===== src/rtl/sbga_pkg.sv =====
`timescale 1ns / 1ps
// Package for the size-bounded group assigner: category codes, register
// indexes, reset values and fixed thresholds. No dependencies.
package sbga_pkg;

  // Field widths
  localparam int CAT_W   = 3;
  localparam int SIZE_W  = 32;
  localparam int IDX_W   = 20;
  localparam int TOTAL_W = 48;
  localparam int CFG_IDX_W  = 3;
  localparam int CFG_DATA_W = 32;

  // Default group counter depth
  localparam int MAX_FILES_DEF = 1048576;

  // Category codes
  localparam logic [CAT_W-1:0] CAT_CONFIG  = 3'd0;
  localparam logic [CAT_W-1:0] CAT_SCRIPTS = 3'd1;
  localparam logic [CAT_W-1:0] CAT_MEDIUM  = 3'd2;
  localparam logic [CAT_W-1:0] CAT_BINARY  = 3'd3;
  localparam logic [CAT_W-1:0] CAT_LARGE   = 3'd4;
  localparam logic [CAT_W-1:0] CAT_SPECIAL = 3'd5;

  // Configuration register indexes
  localparam logic [CFG_IDX_W-1:0] REG_LARGE_TEX_LIMIT = 3'd0;
  localparam logic [CFG_IDX_W-1:0] REG_CONFIG_LIMIT    = 3'd1;
  localparam logic [CFG_IDX_W-1:0] REG_SCRIPTS_LIMIT   = 3'd2;
  localparam logic [CFG_IDX_W-1:0] REG_MEDIUM_LIMIT    = 3'd3;
  localparam logic [CFG_IDX_W-1:0] REG_BINARY_LIMIT    = 3'd4;

  // Register reset values
  localparam logic [SIZE_W-1:0] LARGE_TEX_LIMIT_RST = 32'd4194304;
  localparam logic [SIZE_W-1:0] CONFIG_LIMIT_RST    = 32'd262144;
  localparam logic [SIZE_W-1:0] SCRIPTS_LIMIT_RST   = 32'd524288;
  localparam logic [SIZE_W-1:0] MEDIUM_LIMIT_RST    = 32'd1048576;
  localparam logic [SIZE_W-1:0] BINARY_LIMIT_RST    = 32'd1048576;

  // Fixed size thresholds
  localparam logic [SIZE_W-1:0] CONFIG_REFINE_BYTES = 32'd51200;   // 50 KiB
  localparam logic [SIZE_W-1:0] SCRIPT_REFINE_BYTES = 32'd102400;  // 100 KiB
  localparam logic [SIZE_W-1:0] OTHER_GROUP_LIMIT   = 32'd1048576; // undefined codes

endpackage


===== src/rtl/size_bounded_group_assigner.sv =====
`timescale 1ns / 1ps
// Size-bounded group assigner: refines a file's category by size and packs
// it next-fit into groups. Depends on sbga_pkg.
//
// Path: input beat to result beat through the input register, then the result register.
// Throughput: one beat per cycle while results are taken; the open-group state is registered on each beat.
// A stalled result holds the pipe; a new beat is still taken while the input register is empty.
// Reset (synchronous, active low): pipe empty, no open group, counters cleared,
// limit registers back to their defaults. No clearing pass.
module size_bounded_group_assigner #(
  parameter int MAX_FILES = sbga_pkg::MAX_FILES_DEF
) (
  input  logic                            clk,
  input  logic                            rst_n,
  // input channel
  input  logic                            in_valid,
  output logic                            in_ready,
  input  logic [sbga_pkg::CAT_W-1:0]      in_name_category,
  input  logic [sbga_pkg::SIZE_W-1:0]     in_file_size,
  // result channel
  output logic                            out_valid,
  input  logic                            out_ready,
  output logic [sbga_pkg::CAT_W-1:0]      out_final_category,
  output logic [sbga_pkg::IDX_W-1:0]      out_group_index,
  output logic                            out_opened_group,
  output logic                            out_alone_in_group,
  output logic [sbga_pkg::TOTAL_W-1:0]    out_running_total,
  // configuration
  input  logic                            cfg_we,
  input  logic [sbga_pkg::CFG_IDX_W-1:0]  cfg_index,
  input  logic [sbga_pkg::CFG_DATA_W-1:0] cfg_wdata
);

  localparam int CAT_W   = sbga_pkg::CAT_W;
  localparam int SIZE_W  = sbga_pkg::SIZE_W;
  localparam int IDX_W   = sbga_pkg::IDX_W;
  localparam int TOTAL_W = sbga_pkg::TOTAL_W;
  localparam int CW      = (MAX_FILES > 1) ? $clog2(MAX_FILES) : 1;
  localparam logic [CW:0]   GRP_WRAP = (CW+1)'(MAX_FILES);
  localparam logic [CW-1:0] GRP_LAST = CW'(MAX_FILES - 1);

  // Limit registers
  logic [SIZE_W-1:0] large_tex_limit_r, config_limit_r, scripts_limit_r;
  logic [SIZE_W-1:0] medium_limit_r, binary_limit_r;

  // Input stage
  logic              s0_valid_r;
  logic [CAT_W-1:0]  s0_cat_r;
  logic [SIZE_W-1:0] s0_size_r;

  // Packing state
  logic              group_open_r, group_open_nxt;
  logic [CAT_W-1:0]  open_cat_r, open_cat_nxt;
  logic [SIZE_W-1:0] open_bytes_r, open_bytes_nxt;
  logic [CW-1:0]     groups_r, groups_nxt;
  logic [TOTAL_W-1:0] total_r, total_nxt;

  // Result register
  logic               out_valid_r;
  logic [CAT_W-1:0]   out_cat_r, out_cat_nxt;
  logic [IDX_W-1:0]   out_idx_r, out_idx_nxt;
  logic               out_opened_r, out_alone_r;
  logic [TOTAL_W-1:0] out_total_r;

  // Datapath intermediates
  logic              s1_en, step;
  logic [CAT_W-1:0]  fin_cat;
  logic [SIZE_W-1:0] limit;
  logic              alone, need_new, opened;
  logic [SIZE_W:0]   fill_sum;
  logic [CW:0]       grp_inc;
  logic [CW-1:0]     grp_take, idx;
  logic [CW+IDX_W-1:0] idx_wide;

  // Handshake: result register frees when empty or taken
  assign s1_en    = !out_valid_r || out_ready;
  assign in_ready = !s0_valid_r || s1_en;
  assign step     = s0_valid_r && s1_en;

  // Category refinement by size
  always_comb begin
    fin_cat = s0_cat_r;
    if (fin_cat == sbga_pkg::CAT_CONFIG && s0_size_r > sbga_pkg::CONFIG_REFINE_BYTES) begin
      fin_cat = sbga_pkg::CAT_SCRIPTS;
    end
    if (fin_cat == sbga_pkg::CAT_SCRIPTS && s0_size_r > sbga_pkg::SCRIPT_REFINE_BYTES) begin
      fin_cat = sbga_pkg::CAT_MEDIUM;
    end
    if (fin_cat == sbga_pkg::CAT_MEDIUM && s0_size_r > large_tex_limit_r) begin
      fin_cat = sbga_pkg::CAT_LARGE;
    end
  end

  // Group limit per category
  always_comb begin
    case (fin_cat) inside
      sbga_pkg::CAT_CONFIG:  limit = config_limit_r;
      sbga_pkg::CAT_SCRIPTS: limit = scripts_limit_r;
      sbga_pkg::CAT_MEDIUM:  limit = medium_limit_r;
      sbga_pkg::CAT_BINARY:  limit = binary_limit_r;
      sbga_pkg::CAT_LARGE, sbga_pkg::CAT_SPECIAL: limit = '0;
      default:               limit = sbga_pkg::OTHER_GROUP_LIMIT;
    endcase
  end

  // Next-fit decision and group numbering
  always_comb begin
    alone    = (limit == '0) || (s0_size_r > limit);
    fill_sum = {1'b0, open_bytes_r} + {1'b0, s0_size_r};
    need_new = !group_open_r || (open_cat_r != fin_cat) || (fill_sum > {1'b0, limit});
    opened   = alone || need_new;

    grp_inc  = {1'b0, groups_r} + (CW+1)'(1);
    grp_take = (grp_inc >= GRP_WRAP) ? '0 : grp_inc[CW-1:0];

    // a fresh group takes the current count, otherwise the last one handed out
    if (opened) begin
      idx = groups_r;
    end else if (groups_r == '0) begin
      idx = GRP_LAST;
    end else begin
      idx = groups_r - CW'(1);
    end
    idx_wide = {{IDX_W{1'b0}}, idx};

    groups_nxt     = opened ? grp_take : groups_r;
    total_nxt      = total_r + TOTAL_W'(s0_size_r);
    group_open_nxt = group_open_r;
    open_cat_nxt   = open_cat_r;
    open_bytes_nxt = open_bytes_r;
    if (alone) begin
      group_open_nxt = 1'b0;
    end else if (need_new) begin
      group_open_nxt = 1'b1;
      open_cat_nxt   = fin_cat;
      open_bytes_nxt = s0_size_r;
    end else begin
      open_bytes_nxt = fill_sum[SIZE_W-1:0];
    end

    out_cat_nxt = fin_cat;
    out_idx_nxt = idx_wide[IDX_W-1:0];
  end

  // Limit registers; unknown indexes are dropped
  always_ff @(posedge clk) begin
    if (!rst_n) begin
      large_tex_limit_r <= sbga_pkg::LARGE_TEX_LIMIT_RST;
      config_limit_r    <= sbga_pkg::CONFIG_LIMIT_RST;
      scripts_limit_r   <= sbga_pkg::SCRIPTS_LIMIT_RST;
      medium_limit_r    <= sbga_pkg::MEDIUM_LIMIT_RST;
      binary_limit_r    <= sbga_pkg::BINARY_LIMIT_RST;
    end else if (cfg_we) begin
      unique case (cfg_index)
        sbga_pkg::REG_LARGE_TEX_LIMIT: large_tex_limit_r <= cfg_wdata;
        sbga_pkg::REG_CONFIG_LIMIT:    config_limit_r    <= cfg_wdata;
        sbga_pkg::REG_SCRIPTS_LIMIT:   scripts_limit_r   <= cfg_wdata;
        sbga_pkg::REG_MEDIUM_LIMIT:    medium_limit_r    <= cfg_wdata;
        sbga_pkg::REG_BINARY_LIMIT:    binary_limit_r    <= cfg_wdata;
        default: ;
      endcase
    end
  end

  // Input register
  always_ff @(posedge clk) begin
    if (!rst_n) begin
      s0_valid_r <= 1'b0;
    end else if (in_ready) begin
      s0_valid_r <= in_valid;
    end
  end

  always_ff @(posedge clk) begin
    if (in_valid && in_ready) begin
      s0_cat_r  <= in_name_category;
      s0_size_r <= in_file_size;
    end
  end

  // Packing state and result valid
  always_ff @(posedge clk) begin
    if (!rst_n) begin
      group_open_r <= 1'b0;
      open_cat_r   <= sbga_pkg::CAT_SPECIAL;
      open_bytes_r <= '0;
      groups_r     <= '0;
      total_r      <= '0;
      out_valid_r  <= 1'b0;
    end else begin
      if (s1_en) begin
        out_valid_r <= s0_valid_r;
      end
      if (step) begin
        group_open_r <= group_open_nxt;
        open_cat_r   <= open_cat_nxt;
        open_bytes_r <= open_bytes_nxt;
        groups_r     <= groups_nxt;
        total_r      <= total_nxt;
      end
    end
  end

  // Result payload
  always_ff @(posedge clk) begin
    if (step) begin
      out_cat_r    <= out_cat_nxt;
      out_idx_r    <= out_idx_nxt;
      out_opened_r <= opened;
      out_alone_r  <= alone;
      out_total_r  <= total_nxt;
    end
  end

  assign out_valid          = out_valid_r;
  assign out_final_category = out_cat_r;
  assign out_group_index    = out_idx_r;
  assign out_opened_group   = out_opened_r;
  assign out_alone_in_group = out_alone_r;
  assign out_running_total  = out_total_r;

  // A file alone in its group always opens that group
  a_alone_opens: assert property (@(posedge clk) disable iff (!rst_n)
    out_valid_r && out_alone_r |-> out_opened_r)
    else $error("alone_in_group without opened_group");

  // An own group closes the open group
  a_alone_closes: assert property (@(posedge clk) disable iff (!rst_n)
    out_valid_r && out_alone_r |-> !group_open_r)
    else $error("group still open after own-group file");

  // A file that joined a group leaves it open under its own category
  a_join_matches: assert property (@(posedge clk) disable iff (!rst_n)
    out_valid_r && !out_opened_r |-> group_open_r && (open_cat_r == out_cat_r))
    else $error("joined file does not match open group");

  // The packing state only moves when a beat moves into the result register
  a_state_hold: assert property (@(posedge clk) disable iff (!rst_n)
    !step |=> $stable(total_r) && $stable(groups_r))
    else $error("packing state changed without a beat");

endmodule


===== config.mk =====
export PLATFORM = sky130hd
export DESIGN_NAME = size_bounded_group_assigner
export DESIGN_NICKNAME = d
export VERILOG_FILES = /design/src/rtl/sbga_pkg.sv /design/src/rtl/size_bounded_group_assigner.sv
export SDC_FILE = /design/constraint.sdc
export NUM_CORES = 1
export LEC_CHECK = 0
export BUFFER_PORTS_ARGS = -buffer_cell sky130_fd_sc_hd__buf_2
export CORE_MARGIN = 1.5
export CORE_UTILIZATION = 52
export CTS_BUF_LIST = sky130_fd_sc_hd__clkbuf_8
export DETAILED_ROUTE_END_ITERATION = 8
export PLACE_DENSITY = 0.66
export SLEW_MARGIN = 25
export SYNTH_ARGS = -nofsm -noshare
export SYNTH_HDL_FRONTEND = slang
export SYNTH_SLANG_ARGS = --single-unit

===== constraint.sdc =====
create_clock -name clk -period 6.3 [get_ports clk]
set_input_delay 0.63 -clock clk [delete_from_list [all_inputs] [get_ports clk]]
set_output_delay 0.63 -clock clk [all_outputs]
set_load 0.02 [all_outputs]

==> results of run 1 <==
-- layout make-up --
| class | count | area [um2] |
|---|---|---|
| fill | 3644 | 15570 |
| multi-input combinational | 1894 | 11800 |
| sequential | 374 | 8568 |
| timing repair buffer | 256 | 1574 |
| clock buffer | 77 | 1060 |
| tap | 525 | 656.9 |
| inverter | 77 | 296.5 |
| clock inverter | 47 | 295.3 |
-- final timing paths --
| kind | start | endpoint | slack (ps) | cells past startpoint |
|---|---|---|---|---|
| setup / recovery | s0_size_r[7] | out_group_index[6] | 280 | 25 |
| hold / removal | in_file_size[3] | s0_size_r[3] | 180 | 1 |
| setup reg to reg | s0_size_r[7] | out_group_index[6] | 280 | 25 |
| hold reg to reg | scripts_limit_r[30] | scripts_limit_r[30] | 450 | 2 |
-- stage by stage --
step	utilization, %	worst slack [ps]
final	60.89	276.7
after global routing	60.89	-49.51
after CTS	60.30	87.42
after detailed placement	56.88	26.86
after global placement	56.87	119.7
after floorplan	-	633.3
-- report_power, final --
part / total (mW) / leakage [nW] / switching (mW) / internal [mW]
Clock: 2.30 / 0.778 / 1.06 / 1.25
Sequential: 2.65 / 3.18 / 0.0675 / 2.58
Combinational: 0.888 / 5.47 / 0.555 / 0.333
-- cells in the final DEF (no fill, tap or decap), types with 6 or more instances in the layout --
cell	n
a211o_1	12
a211oi_1	35
a21o_1	49
a21oi_1	339
a221oi_1	9
a31oi_1	22
and2_1	10
and3_1	19
and4_1	7
buf_2	149
buf_4	105
clkbuf_8	77
clkinv_2	6
clkinvlp_4	6
dfxtp_1	266
edfxtp_1	108
ha_1	163
inv_1	101
mux2_2	6
mux2i_1	50
nand2_1	487
nand2b_1	17
nand3_1	49
nand4_1	40
nor2_1	131
nor2b_1	16
nor3_1	32
nor4_1	16
o211ai_1	16
o21a_1	14
o21ai_0	89
o21bai_1	14
o22ai_1	6
o31ai_1	14
or2_2	10
or3_1	17
or4_1	14
xnor2_1	65
xor2_1	19
-- state kept, by name, indices dropped and copies added, names as in the netlist --
register            cells
group_open_r            1
s0_size_r              32
medium_limit_r         32
s0_valid_r              1
open_bytes_r           32
out_alone_in_group      1
open_cat_r              3
out_final_category      3
out_opened_group        1
out_running_total      48
s0_cat_r                3
groups_r               20
out_valid               1
config_limit_r         32
total_r                48
large_tex_limit_r      32
binary_limit_r         32
out_group_index        20
scripts_limit_r        32
-- timing repair --
item,4_1_cts,5_1_grt
gates resized for setup,2,21
buffers inserted,0,20
pin swaps,0,6
endpoints found under the setup margin,5,69
-- layer usage --
| metal | vias to the layer above | track usage, % |
|---|---|---|
| met5 | - | 0 |
| met1 | 9211 | 43.27 |
| met2 | 762 | 46.81 |
| li1 | 9304 | - |
| met3 | 127 | 4.959 |
| met4 | 2 | 11.24 |
-- cells by family after synthesis --
family / synth area share, %
xor gates and xnor gates: 3.500
muxes: 2.703
AOI/OAI and AO/OA: 19.99
and+or+nand+nor: 19.40
DFF: 40.77
buffers and inverters: 3.744
adders and majority gates: 9.894
==> summary.txt, run 1 <==
Pwr
  • Pwr Total: 5.842 mW
  • LEAKAGE: 9.434 nW
  • Power density cells: 240.9 nW/um2
  • Maximum vdd drop: 0.1567 mV

Clock tree
  • Clock buffer depth: 3
  • CTS tree: done
  • Skew-Pair Late Insertion Delay: 640 ps
  • Root Buffer: clkbuf_8
  • Hold_buf cts: 0
  • Clk slew on worst S/H paths: 60 ps
  • H-tree depth: 3
  • Clock Sinks: 374
  • Total CTS buffers: 68

Timing
  • Tcrit/Tclk final: 95.61%
  • Endpoints failing setup: 0
  • Worst Hold Margin: 176.3 ps
  • Max_slew headroom: 28.97%
  • Worst Skew: 28.34 ps
  • Fmax achieved: 166.0 MHz
  • Final setup TNS: 0 ps
  • Crit path time final: 6023 ps
  • Final number of max-transition violations: 0
  • Slew of the pin with the lowest slew margin: 1065 ps
  • Final Hold Viols: 0

Die
  • Io pins: 150
  • Num rows: 73
  • Core ar.: 39820 um2
  • Die area: 41630 um2
  • Die Span X: 204.0 um
  • Initial Utilization: 52.78%
  • Die Y: 204.0 um

Place
  • Post-detail-place hpwl: 45690 um
  • Post-Place Cell Area: 22650 um2
  • Port bufs: 149
  • Cell total after placement: 3106
  • GP Congestion: 0.9483

Yosys
  • Post-synth EDFFs: 108
  • Synth Flop Type: dfxtp_1
  • Post-synthesis register bit count: 374
  • Synth area leaders: dfxtp_1 (25%), edfxtp_1 (15%), ha_1 (9.7%)
  • Sequential cell area fraction in the yosys report: 40.77%
  • Biggest area consumer among synthesized cells: dfxtp_1
  • Top-count cell post-synth: nand2_1
  • YS warnings: 0
  • Post-synth cell types: 81
  • Async SR Flop Fraction: 0%
  • Yosys top cell area share: 25.34%
  • Synth cell count leaders: nand2_1 (488), a21oi_1 (342), dfxtp_1 (266), ha_1 (163), nor2_1 (133)
  • Syn_area_per_cell: 8.499 um2
  • Synth Net Count: 2713
  • Synthesized instance count: 2473
  • Synthesized area: 21020 um2

Detailed routing
  • Routed WL per cell: 19.62 um
  • Met2 wire len: 28110 um
  • WL final: 63770 um
  • Met1 WL: 28920 um
  • Drt first-iter violations: 1704
  • Total number of vias: 19406
  • Max layer used: met5
  • Via-per-instance ratio: 5.971
  • Final ANT Viol Nets: 0
  • DRC errors left: 0
  • Met3 WL: 4897 um
  • DR pass1 iterations: 6

Finish
  • Cell area after layout: 24250 um2
  • Final Non-Filler Cells: 3250
  • Number of diodes: 0
  • Fraction of layout cells with a size suffix above 1: 15.01%
  • Nets: 2911
  • Area grow syn2layout: 15.37%

Worst setup path
  • Kind of end point of the critical path: flip-flop
  • Max incr delay on CP: 560 ps
  • Slowest CP cell: edfxtp_1
  • Worst EP arrival: 6380 ps
  • Critical path peak fanout: 9
  • Worst Setup Path Type: reg2reg
  • Cell mode on critical path: buf_4
  • Crit path buf inv count: 4
  • Worst EP required: 6660 ps
  • Crit start category: flip-flop
  • Crit path max-delay family: compound AO/OA/AOI/OAI gates

Global route
  • Vias in the first global route: 18215
  • Initial antenna violation count: 1
  • Grt ovf: 0
  • First-pass GRT wire length: 99620 um
  • Largest net degree at the start of global routing: 100
  • Global Route Usage Sum: 30.53%

Job
  • Max-Cap Viols: 0

Worst hold path
  • Worst hold-check path type: in2reg

Run status
  • Outcome: completed
Note: power is estimated with default switching activity, not from simulation.
==> run 2: changes to the inputs <==
--- a/config.mk
+++ b/config.mk
@@ -7,10 +7,10 @@
 export LEC_CHECK = 0
 export BUFFER_PORTS_ARGS = -buffer_cell sky130_fd_sc_hd__buf_2
 export CORE_MARGIN = 1.5
-export CORE_UTILIZATION = 52
+export CORE_UTILIZATION = 46
 export CTS_BUF_LIST = sky130_fd_sc_hd__clkbuf_8
 export DETAILED_ROUTE_END_ITERATION = 8
-export PLACE_DENSITY = 0.66
+export PLACE_DENSITY = 0.6
 export SLEW_MARGIN = 25
 export SYNTH_ARGS = -nofsm -noshare
 export SYNTH_HDL_FRONTEND = slang
==> summary.txt, run 2 (synthesized netlist as in run 1, its figures left out) <==
Run status
  • Outcome: completed

Clock tree
  • CTS tree: done
  • Total CTS buffers: 68
  • Hold_buf cts: 0
  • Clock buffer depth: 3
  • Skew-Pair Late Insertion Delay: 680 ps
  • Root Buffer: clkbuf_8
  • H-tree depth: 3
  • Clk slew on worst S/H paths: 60 ps
  • Clock Sinks: 374

Worst setup path
  • Critical Path, Cell by Cell: buf_4 > ha_1 > a21oi_1 > o22ai_1 > o211ai_1 > a31oi_2 > a41o_1 > a41oi_2 > o31a_1 > o21ai_0 > a21oi_1 > xnor2_1 > ha_1 > nand2_1 > nor4_1 > nand3_1 > a221o_1 > nor4_1 > o211a_2 > buf_6 > buf_4 > mux2_2 > mux2i_1 > nor2_1
  • Worst EP arrival: 6570 ps
  • Worst EP required: 6820 ps
  • Register-to-register setup slack: 250 ps
  • Kind of end point of the critical path: flip-flop
  • Worst R2R Start: s0_size_r[1]
  • Slowest CP cell: edfxtp_1
  • Max incr delay on CP: 430 ps
  • Worst r2r path cells: 24
  • Critical path peak fanout: 11
  • Crit path buf inv count: 3
  • Crit path max-delay family: compound AO/OA/AOI/OAI gates
  • Crit start category: flip-flop
  • Worst Setup Path Type: reg2reg
  • Worst reg2reg endpoint: open_bytes_r[2]

Global route
  • Global Route Usage Sum: 28.13%
  • First-pass GRT wire length: 102900 um
  • Largest net degree at the start of global routing: 101
  • Vias in the first global route: 18330
  • Initial antenna violation count: 3
  • Grt ovf: 0

Finish
  • Commonest non-fill, non-tap cells in the layout: nand2_1 (487), a21oi_1 (340), dfxtp_1 (266)
  • Commonest non-fill, non-tap cell in the layout: nand2_1
  • Nets: 2914
  • Area grow syn2layout: 16.49%
  • Number of diodes: 0
  • Fraction of layout cells with a size suffix above 1: 15.06%

Die
  • Initial Utilization: 46.51%
  • Num rows: 78
  • Core ar.: 45190 um2
  • Io pins: 150
  • Die Span X: 216.8 um
  • Die area: 46980 um2
  • Die Y: 216.8 um

Job
  • Max-Cap Viols: 0

Pwr
  • Pwr Total: 6.000 mW
  • Pint: 4.280 mW
  • Comb power frac: 15.0%
  • Clock power frac: 40.9%
  • Sw Share: 28.66%
  • Sequential share of power: 44.1%
  • LEAKAGE: 9.490 nW
  • Power density cells: 245.0 nW/um2
  • Psw: 1.719 mW
  • Maximum vdd drop: 0.1600 mV

Detailed routing
  • Routed WL per cell: 20.09 um
  • Drt first-iter violations: 1587
  • Final ANT Viol Nets: 0
  • Total number of vias: 19337
  • DRC errors left: 0
  • Via-per-instance ratio: 5.809
  • WL final: 66880 um
  • DR pass1 iterations: 7

Place
  • Port bufs: 149
  • Post-detail-place hpwl: 48080 um
  • Pre-CTS worst setup slack: -5.554 ps
  • GP Congestion: 0.9391

Timing
  • Max_slew headroom: 34.02%
  • PnR worst setup slack: 247.2 ps
  • Slew of the pin with the lowest slew margin: 983.8 ps
  • Tcrit/Tclk final: 96.08%
  • Final number of max-transition violations: 0
  • Endpoints failing setup: 0
  • Worst Skew: 46.39 ps
  • Crit path time final: 6053 ps
  • Fmax achieved: 165.2 MHz
  • Final Hold Viols: 0

Worst hold path
  • Worst hold-check path type: in2reg
  • Hold_sp: in_name_category[2]
  • Cells on Worst Hold Path: 1
  • Hold EP: s0_cat_r[2]
-- run 2: cell count changes in the layout (fill, tap and decap cells not counted), moves of 3 or more --
cell,delta
buf_12,+3
buf_4,-4
buf_6,+4
clkbuf_8,+6
inv_1,-5
o21ai_0,+3
o21ai_1,-3
-- run 2: worst register-to-register path: cells and delay by family, from the launching register on --
family	cells	cell delay, ps
buffers and inverters	3	640
and+or+nand+nor	5	820
DFF	1	430
adders and majority gates	2	640
AOI/OAI and AO/OA	11	2730
xor gates and xnor gates	1	140
muxes	2	490
-- run 2: power by group through the flow --
stage | Sequential (mW) | Clock (mW) | Combinational [mW]
6_report | 2.65 | 2.45 | 0.900
5_1_grt | 2.66 | 2.59 | 0.991
4_1_cts | 2.65 | 2.50 | 0.878
3_5_place_dp | 2.70 | 0 | 0.873
3_3_place_gp | 2.70 | 0 | 0.857
2_1_floorplan | 2.72 | 0 | 0.545
-- run 2: area by class of cell --
class / instances / area, um2
repair buffers: 259 / 1649
inverters: 77 / 296.5
clock inverters: 42 / 299.0
flip-flops and latches: 374 / 8568
multi-input cells: 1894 / 11780
clock buffers: 83 / 1142
well taps: 600 / 750.7
fillers: 4220 / 20700
-- run 2: per-layer routing --
layer / track usage [%] / vias up / wire (um)
li1: - / 9315 / -
met1: 39.46 / 9180 / 31170
met2: 42.90 / 700 / 29050
met3: 4.654 / 140 / 4428
met4: 11.74 / 2 / 2215
met5: 0 / - / 10
-- run 2: worst max-delay path by stage --
stage | cells after the start | slack, ps | start | endpoint
6_report | 24 | 250 | s0_size_r[1] | open_bytes_r[2]
5_1_grt | 22 | -10 | s0_size_r[27] | out_group_index[4]
4_1_cts | 24 | 30 | s0_size_r[0] | out_group_index[4]
3_5_place_dp | 25 | -6 | s0_size_r[0] | out_group_index[4]
3_3_place_gp | 25 | 30 | s0_size_r[0] | out_group_index[4]
2_1_floorplan | 24 | 630 | s0_size_r[0] | out_group_index[11]
-- run 2: what timing repair did --
action	CTS	global route
endpoints found under the hold margin	0	0
endpoints found under the setup margin	10	74
pin swaps	0	5
setup buffers	0	11
resized for setup	1	15
-- run 2: metrics by stage --
| step | utilization, % | TNS, ps | hold WS [ps] | std cells | area (um2) |
|---|---|---|---|---|---|
| 2_1_floorplan | - | 0 | 431.3 | 2473 | 21020 |
| 3_3_place_gp | 50.58 | 0 | 438.9 | 3193 | 22850 |
| 3_5_place_dp | 50.58 | -7.212 | 446.2 | 3193 | 22860 |
| 4_1_cts | 53.79 | 0 | 83.44 | 3318 | 24300 |
| 5_1_grt | 54.18 | -22.07 | 108.9 | 3329 | 24480 |
| 6_report | 54.18 | 0 | 126.4 | 3329 | 24480 |
